**src/rtl/mtq_pkg.sv**
```systemverilog
// ----------------------------------------------------------------------------
// mtq_pkg
// Sizes, codes and shared types of the max-tracking two-stack queue.
// ----------------------------------------------------------------------------
package mtq_pkg;

    localparam int STACK_DEPTH = 16;
    localparam int DEPTH_W     = $clog2(STACK_DEPTH);
    localparam int WORD_W      = 32;
    localparam int COUNT_W     = DEPTH_W + 2;

    typedef logic [DEPTH_W-1:0]       t_addr;
    typedef logic [DEPTH_W:0]         t_depth;
    typedef logic signed [WORD_W-1:0] t_word;

    typedef enum logic [1:0] {
        REQ_ENQ = 2'd0,
        REQ_DEQ = 2'd1,
        REQ_QRY = 2'd2
    } t_req;

    typedef enum logic [1:0] {
        ST_OK    = 2'd0,
        ST_UNDER = 2'd1,
        ST_OVER  = 2'd2
    } t_status;

    typedef enum logic [2:0] {
        S_IDLE,
        S_EXEC,
        S_MOVE,
        S_POP,
        S_REFILL,
        S_DONE
    } t_state;

    // one stack entry: the word and the running maximum up to it
    typedef struct packed {
        t_word word;
        t_word maxv;
    } t_entry;

    typedef struct packed {
        logic   we;
        t_addr  addr;
        t_entry data;
    } t_ram_wr;

    typedef struct packed {
        t_word                popped;
        t_word                head;
        t_word                tail;
        t_word                maxv;
        logic [COUNT_W-1:0]   count;
        t_status              status;
    } t_result;

endpackage

```
**src/rtl/max_tracking_queue_core.sv**
```systemverilog
// ----------------------------------------------------------------------------
// max_tracking_queue_core
// FIFO of signed words built from an input and an output stack, each entry
// carrying the running maximum, reporting head, tail, maximum and count.
// Sequence: enqueue and query pass through execute and done; a dequeue adds
// a stack-top reload when two or more output entries were held, or, when the
// output stack is empty, walks the input entries across, one per cycle, then
// pops and reloads the top (no reload when only one entry was walked).
// A new item is accepted only once the previous result enters the output stage.
// Reset: synchronous, active low; empties both stacks, no memory sweep.
// ----------------------------------------------------------------------------
module max_tracking_queue_core (
    input  logic                         i_clk,
    input  logic                         i_rst_n,
    input  logic                         i_valid,
    output logic                         o_ready,
    input  logic [1:0]                   i_req_type,
    input  logic signed [31:0]           i_value_in,
    output logic                         o_valid,
    input  logic                         i_ready,
    output logic signed [31:0]           o_popped_value,
    output logic signed [31:0]           o_head_value,
    output logic signed [31:0]           o_tail_value,
    output logic signed [31:0]           o_max_value,
    output logic [mtq_pkg::COUNT_W-1:0]  o_entry_count,
    output logic [1:0]                   o_status
);

    mtq_pkg::t_ram_wr in_wr, out_wr;
    mtq_pkg::t_addr   in_raddr, out_raddr;
    mtq_pkg::t_entry  in_rdata, out_rdata;
    mtq_pkg::t_result res;
    logic             res_valid;
    logic             take;
    logic             r_o_valid;
    mtq_pkg::t_result r_res;

    // output stage frees up when empty or when its item leaves this cycle
    assign take = res_valid && (!r_o_valid || i_ready);

    mtq_ctrl u_ctrl (
        .i_clk       (i_clk),
        .i_rst_n     (i_rst_n),
        .i_valid     (i_valid),
        .o_ready     (o_ready),
        .i_req_type  (i_req_type),
        .i_value_in  (i_value_in),
        .o_res_valid (res_valid),
        .i_take      (take),
        .o_res       (res),
        .o_in_wr     (in_wr),
        .o_in_raddr  (in_raddr),
        .i_in_rdata  (in_rdata),
        .o_out_wr    (out_wr),
        .o_out_raddr (out_raddr),
        .i_out_rdata (out_rdata)
    );

    mtq_stack_ram u_in_ram (
        .i_clk   (i_clk),
        .i_wr    (in_wr),
        .i_raddr (in_raddr),
        .o_rdata (in_rdata)
    );

    mtq_stack_ram u_out_ram (
        .i_clk   (i_clk),
        .i_wr    (out_wr),
        .i_raddr (out_raddr),
        .o_rdata (out_rdata)
    );

    always_ff @(posedge i_clk) begin
        if (!i_rst_n) begin
            r_o_valid <= 1'b0;
        end else if (take) begin
            r_o_valid <= 1'b1;
        end else if (i_ready) begin
            r_o_valid <= 1'b0;
        end
    end

    always_ff @(posedge i_clk) begin
        if (take) begin
            r_res <= res;
        end
    end

    assign o_valid        = r_o_valid;
    assign o_popped_value = r_res.popped;
    assign o_head_value   = r_res.head;
    assign o_tail_value   = r_res.tail;
    assign o_max_value    = r_res.maxv;
    assign o_entry_count  = r_res.count;
    assign o_status       = r_res.status;

endmodule

```
**src/rtl/mtq_stack_ram.sv**
```systemverilog
// ----------------------------------------------------------------------------
// mtq_stack_ram
// One stack store: single write port, single read port, registered read data.
// ----------------------------------------------------------------------------
module mtq_stack_ram (
    input  logic             i_clk,
    input  mtq_pkg::t_ram_wr i_wr,
    input  mtq_pkg::t_addr   i_raddr,
    output mtq_pkg::t_entry  o_rdata
);

    mtq_pkg::t_entry r_mem [mtq_pkg::STACK_DEPTH];
    mtq_pkg::t_entry r_rdata;

    always_ff @(posedge i_clk) begin
        if (i_wr.we) begin
            r_mem[i_wr.addr] <= i_wr.data;
        end
        r_rdata <= r_mem[i_raddr];
    end

    assign o_rdata = r_rdata;

endmodule

```
**src/rtl/mtq_ctrl.sv**
```systemverilog
// ----------------------------------------------------------------------------
// mtq_ctrl
// Request sequencer: stack depths, cached stack tops and bottoms, the
// transfer walk from the input stack to the output stack, result build.
// ----------------------------------------------------------------------------
module mtq_ctrl (
    input  logic             i_clk,
    input  logic             i_rst_n,
    input  logic             i_valid,
    output logic             o_ready,
    input  logic [1:0]       i_req_type,
    input  mtq_pkg::t_word   i_value_in,
    output logic             o_res_valid,
    input  logic             i_take,
    output mtq_pkg::t_result o_res,
    output mtq_pkg::t_ram_wr o_in_wr,
    output mtq_pkg::t_addr   o_in_raddr,
    input  mtq_pkg::t_entry  i_in_rdata,
    output mtq_pkg::t_ram_wr o_out_wr,
    output mtq_pkg::t_addr   o_out_raddr,
    input  mtq_pkg::t_entry  i_out_rdata
);

    mtq_pkg::t_state  r_state, n_state;
    logic [1:0]       r_req, n_req;
    mtq_pkg::t_word   r_x, n_x;
    mtq_pkg::t_depth  r_in_depth, n_in_depth;
    mtq_pkg::t_depth  r_out_depth, n_out_depth;
    mtq_pkg::t_word   r_in_top_w, n_in_top_w;
    mtq_pkg::t_word   r_in_top_m, n_in_top_m;
    mtq_pkg::t_word   r_in_bot_w, n_in_bot_w;
    mtq_pkg::t_word   r_out_top_w, n_out_top_w;
    mtq_pkg::t_word   r_out_top_m, n_out_top_m;
    mtq_pkg::t_word   r_out_bot_w, n_out_bot_w;
    mtq_pkg::t_word   r_popped, n_popped;
    mtq_pkg::t_status r_status, n_status;

    logic            accept;
    logic            in_empty, out_empty, in_full;
    mtq_pkg::t_depth in_last, out_below;
    mtq_pkg::t_word  enq_max, mv_w, mv_max;

    assign in_empty  = (r_in_depth == '0);
    assign out_empty = (r_out_depth == '0);
    assign in_full   = (r_in_depth == mtq_pkg::t_depth'(mtq_pkg::STACK_DEPTH));
    assign in_last   = r_in_depth - mtq_pkg::t_depth'(1);
    assign out_below = r_out_depth - mtq_pkg::t_depth'(2);

    assign o_ready = (r_state == mtq_pkg::S_IDLE) || (r_state == mtq_pkg::S_DONE && i_take);
    assign accept  = i_valid && o_ready;

    assign enq_max = (in_empty || r_x > r_in_top_m) ? r_x : r_in_top_m;
    assign mv_w    = i_in_rdata.word;
    assign mv_max  = (out_empty || mv_w > r_out_top_m) ? mv_w : r_out_top_m;

    // read ports sit on the next entry that may be needed
    assign o_in_raddr  = in_last[mtq_pkg::DEPTH_W-1:0];
    assign o_out_raddr = out_below[mtq_pkg::DEPTH_W-1:0];

    // next state
    always_comb begin
        n_state = r_state;
        case (r_state)
            mtq_pkg::S_IDLE: begin
                if (i_valid) begin
                    n_state = mtq_pkg::S_EXEC;
                end
            end
            mtq_pkg::S_EXEC: begin
                case (r_req)
                    mtq_pkg::REQ_ENQ: n_state = mtq_pkg::S_DONE;
                    mtq_pkg::REQ_DEQ: begin
                        if (out_empty && in_empty) begin
                            n_state = mtq_pkg::S_DONE;
                        end else if (out_empty) begin
                            n_state = mtq_pkg::S_MOVE;
                        end else if (r_out_depth >= mtq_pkg::t_depth'(2)) begin
                            n_state = mtq_pkg::S_REFILL;
                        end else begin
                            n_state = mtq_pkg::S_DONE;
                        end
                    end
                    default: n_state = mtq_pkg::S_DONE;
                endcase
            end
            mtq_pkg::S_MOVE: begin
                if (in_empty) begin
                    n_state = mtq_pkg::S_POP;
                end
            end
            mtq_pkg::S_POP: begin
                if (r_out_depth >= mtq_pkg::t_depth'(2)) begin
                    n_state = mtq_pkg::S_REFILL;
                end else begin
                    n_state = mtq_pkg::S_DONE;
                end
            end
            mtq_pkg::S_REFILL: n_state = mtq_pkg::S_DONE;
            mtq_pkg::S_DONE: begin
                if (i_take) begin
                    n_state = i_valid ? mtq_pkg::S_EXEC : mtq_pkg::S_IDLE;
                end
            end
            default: n_state = mtq_pkg::S_IDLE;
        endcase
    end

    // datapath and memory controls
    always_comb begin
        n_req       = accept ? i_req_type : r_req;
        n_x         = accept ? i_value_in : r_x;
        n_in_depth  = r_in_depth;
        n_out_depth = r_out_depth;
        n_in_top_w  = r_in_top_w;
        n_in_top_m  = r_in_top_m;
        n_in_bot_w  = r_in_bot_w;
        n_out_top_w = r_out_top_w;
        n_out_top_m = r_out_top_m;
        n_out_bot_w = r_out_bot_w;
        n_popped    = r_popped;
        n_status    = r_status;

        o_in_wr.we        = 1'b0;
        o_in_wr.addr      = r_in_depth[mtq_pkg::DEPTH_W-1:0];
        o_in_wr.data.word = r_x;
        o_in_wr.data.maxv = enq_max;

        o_out_wr.we        = 1'b0;
        o_out_wr.addr      = r_out_depth[mtq_pkg::DEPTH_W-1:0];
        o_out_wr.data.word = mv_w;
        o_out_wr.data.maxv = mv_max;

        case (r_state)
            mtq_pkg::S_EXEC: begin
                n_popped = '0;
                n_status = mtq_pkg::ST_OK;
                case (r_req)
                    mtq_pkg::REQ_ENQ: begin
                        if (in_full) begin
                            n_status = mtq_pkg::ST_OVER;
                        end else begin
                            o_in_wr.we = 1'b1;
                            n_in_depth = r_in_depth + mtq_pkg::t_depth'(1);
                            n_in_top_w = r_x;
                            n_in_top_m = enq_max;
                            if (in_empty) begin
                                n_in_bot_w = r_x;
                            end
                        end
                    end
                    mtq_pkg::REQ_DEQ: begin
                        if (out_empty && in_empty) begin
                            n_status = mtq_pkg::ST_UNDER;
                        end else if (out_empty) begin
                            // first read of the walk is under way on the in port
                            n_in_depth = in_last;
                        end else begin
                            n_popped    = r_out_top_w;
                            n_out_depth = r_out_depth - mtq_pkg::t_depth'(1);
                        end
                    end
                    default: begin
                        if (out_empty && in_empty) begin
                            n_status = mtq_pkg::ST_UNDER;
                        end
                    end
                endcase
            end
            mtq_pkg::S_MOVE: begin
                // push the word that arrived, issue the next read if any remain
                o_out_wr.we = 1'b1;
                n_out_depth = r_out_depth + mtq_pkg::t_depth'(1);
                n_out_top_w = mv_w;
                n_out_top_m = mv_max;
                if (out_empty) begin
                    n_out_bot_w = mv_w;
                end
                if (!in_empty) begin
                    n_in_depth = in_last;
                end
            end
            mtq_pkg::S_POP: begin
                n_popped    = r_out_top_w;
                n_out_depth = r_out_depth - mtq_pkg::t_depth'(1);
            end
            mtq_pkg::S_REFILL: begin
                n_out_top_w = i_out_rdata.word;
                n_out_top_m = i_out_rdata.maxv;
            end
            default: begin
            end
        endcase
    end

    // result from the cached tops and bottoms
    always_comb begin
        o_res_valid   = (r_state == mtq_pkg::S_DONE);
        o_res.popped  = r_popped;
        o_res.status  = r_status;
        o_res.count   = mtq_pkg::COUNT_W'(r_in_depth) + mtq_pkg::COUNT_W'(r_out_depth);
        o_res.head    = !out_empty ? r_out_top_w : (!in_empty ? r_in_bot_w : '0);
        o_res.tail    = !in_empty ? r_in_top_w : (!out_empty ? r_out_bot_w : '0);
        if (!in_empty && !out_empty) begin
            o_res.maxv = (r_in_top_m > r_out_top_m) ? r_in_top_m : r_out_top_m;
        end else if (!in_empty) begin
            o_res.maxv = r_in_top_m;
        end else if (!out_empty) begin
            o_res.maxv = r_out_top_m;
        end else begin
            o_res.maxv = '0;
        end
    end

    always_ff @(posedge i_clk) begin
        if (!i_rst_n) begin
            r_state     <= mtq_pkg::S_IDLE;
            r_in_depth  <= '0;
            r_out_depth <= '0;
        end else begin
            r_state     <= n_state;
            r_in_depth  <= n_in_depth;
            r_out_depth <= n_out_depth;
        end
    end

    always_ff @(posedge i_clk) begin
        r_req       <= n_req;
        r_x         <= n_x;
        r_in_top_w  <= n_in_top_w;
        r_in_top_m  <= n_in_top_m;
        r_in_bot_w  <= n_in_bot_w;
        r_out_top_w <= n_out_top_w;
        r_out_top_m <= n_out_top_m;
        r_out_bot_w <= n_out_bot_w;
        r_popped    <= n_popped;
        r_status    <= n_status;
    end

endmodule

```
**config.mk**
```make
export PLATFORM = sky130hd
export DESIGN_NAME = max_tracking_queue_core
export DESIGN_NICKNAME = d
export VERILOG_FILES = /design/src/rtl/mtq_pkg.sv /design/src/rtl/max_tracking_queue_core.sv /design/src/rtl/mtq_stack_ram.sv /design/src/rtl/mtq_ctrl.sv
export SDC_FILE = /design/constraint.sdc
export NUM_CORES = 2
export LEC_CHECK = 0
export ABC_AREA = 1
export BUFFER_PORTS_ARGS = -buffer_cell sky130_fd_sc_hd__clkbuf_2
export CAP_MARGIN = 5
export CORE_MARGIN = 2
export CORE_UTILIZATION = 45
export DETAILED_ROUTE_END_ITERATION = 8
export PLACE_DENSITY = 0.57
export RECOVER_POWER = 50
export SLEW_MARGIN = 0
export SYNTH_ARGS = -nofsm -noshare
export SYNTH_HDL_FRONTEND = slang
export SYNTH_HIERARCHICAL = 1
export SYNTH_SLANG_ARGS = --single-unit
```
**constraint.sdc**
```tcl
create_clock -name i_clk -period 36.2 [get_ports i_clk]
set_input_delay 3.62 -clock i_clk [delete_from_list [all_inputs] [get_ports i_clk]]
set_output_delay 3.62 -clock i_clk [all_outputs]
set_load 0.005 [all_outputs]
```
==> qor.txt <==
max frequency = 59.6 MHz
Routed Antenna Nets = 0
Vias = 57800
Post-Route WL = 247000 um
WP data required = 36.94 ns
number of max-cap violations = 46
Post-CTS Setup Repair Bufs = 0
Worst Path Buf+Inv = 4
total gr overflow = 0
cell count after synthesis = 8249
drt pass-1 iters = 6
area grow syn2layout = 10.5%
CTS tree = yes
Layout Nets = 8459
Final HPWL DP = 136000 um
CP dominant cell by count = nand2_1
period utilisation layout = 46.3%
GPL Wtd Cong = 0.831
final hold slack = 0.416 ns
dpl cells = 10700
# H-tree levels = 4
clock slew at reported path FFs = 0.06 ns
Die H = 447 um
drt wl/cell = 22.2 um
Setup Viol. Count Final = 0
peak supply drop = 0.0645 mV
Hold-fix buffers, CTS = 0
Worst slew margin = -356%
global-route wire length before repair = 360000 um
Num CTS Buffers = 206
failing checks = capacitance limit, slew limit
startpoint types = flop
Die Span X = 447 um
commonest cells after routing, fill and taps aside = nand2_1 (2422), edfxtp_1 (1932), inv_1 (1367)
Rows = 162
TritonCTS Sinks = 2042
initial antenna violation count = 9
class of the worst hold path = reg -> reg
PortBufs = 175
P per Cell Area = 76.8 nW/um2
Via density = 5.20
vias in the first global route = 55200
Critical Path, Cell by Cell = clkbuf_1, clkinvlp_2, buf_4, buf_4, nand2_1, nand2_1, nand2_1, nand3_1, nand3_1, nand2_1
CP delay by family, top = buffers and inverters
filler cell count = 17200
Final Hold Fails = 0
kind of critical path = reg -> reg
GRT Util Overall = 24.5%
measured slew at the worst slew-check pin = 6.81 ns
YS warnings = 6
Root Driver = clkbuf_16
DRC Markers = 0
slowest CP cell = clkinvlp_2
net count after synthesis = 8397
CTS max path bufs = 3
RSZ-0062 raised after global routing = false
time the worst path needs with I/O delays and setup = 16.78 ns
setup TNS = 0 ns
crit-path max FO = 222
die footprint = 200000 um2
core area = 195000 um2
Initial Utilization = 45.3%
DRT iter0 DRCs = 5614
pins over their slew limit = 1765
most common cell after layout, fill and taps aside = nand2_1
largest net degree at the start of global routing = 223
Clock Skew = 0.0431 ns
Cell Area, Synth = 88400 um2
share of cells above drive strength 1 = 8.15%
leakage power = 40.4 nW
Clock Latency Late Sink = 0.87 ns
Final Non-Filler Cells = 11100
Synth Area per Inst = 10.7 um2
I/O pin count = 176
Reg area = 60200 um2
post-CTS sizing = 0
slowest stage delay, CP = 7.96 ns
footprint of the multi-input gates = 20300 um2
Crit. End Element = flop
worst path arrival time = 17.52 ns
status = complete, but fails checks
[flip-flops by register name, indices dropped and copies added, names as in the netlist, 3 cells and up]
register,cells
u_out_ram/r_mem,1024
u_in_ram/r_mem,512
u_out_ram/o_rdata,64
o_head_value,32
o_max_value,32
o_popped_value,32
o_tail_value,32
u_ctrl/r_in_bot_w,32
u_ctrl/r_in_top_m,32
u_ctrl/r_in_top_w,32
u_ctrl/r_out_bot_w,32
u_ctrl/r_out_top_m,32
u_ctrl/r_out_top_w,32
u_ctrl/r_popped,32
u_ctrl/r_x,32
u_in_ram/o_rdata,32
o_entry_count,6
u_ctrl/r_in_depth,5
u_ctrl/r_out_depth,5
u_ctrl/r_state,3
[power by group]
| part | switching [mW] | internal (mW) | total, mW |
|---|---|---|---|
| sequential | 0.111 | 3.09 | 3.20 |
| clock | 0.920 | 1.23 | 2.15 |
| combinational | 1.66 | 0.485 | 2.15 |
| total | 2.70 | 4.81 | 7.51 |
[per-layer routing]
layer  share of wire (%)  track usage (%)  vias to the layer above  wire, um
met2                  49             41.7                     2040    122000
li1                    -                -                    27000         -
met5                   0                0                        -         0
met3                 6.2             3.04                      403     15300
met1                  40             31.6                    28300    100000
met4                 4.2             10.4                        0     10500
[path summary, 6_finish.rpt]
check	from	to	slack, ns	cells past startpoint
worst min register to register	u_ctrl/r_popped[15]	o_popped_value[15]	0.42	0
worst max register to register	u_ctrl/r_out_depth[0]	u_out_ram/o_rdata[23]	19.42	10
worst min-delay path	u_ctrl/r_popped[15]	o_popped_value[15]	0.42	0
worst max-delay path	u_ctrl/r_out_depth[0]	u_out_ram/o_rdata[23]	19.42	10
[final cells by class]
| cell class | instances | area share, % |
|---|---|---|
| antenna | 2 | 0.00512 |
| clock inverter | 103 | 1.22 |
| tap | 2624 | 3.36 |
| clock buffer | 288 | 5.87 |
| timing repair buffer | 327 | 1.76 |
| sequential | 2042 | 61.6 |
| inverter | 1384 | 5.37 |
| multi-input combinational | 4350 | 20.8 |
[through the flow]
stage               power (mW)  area, um2  setup slack [ns]  util, %
CTS                       7.52      98100             27.88     50.3
detailed placement        5.37      91200             27.89     46.7
floorplan                 4.51      88400             21.78        -
global route              7.82      97700             19.18     50.0
finish                    7.51      97700             19.42     50.0
global placement          5.35      91200             27.84     46.7
No activity file was read; power rests on OpenSTA's default activity.
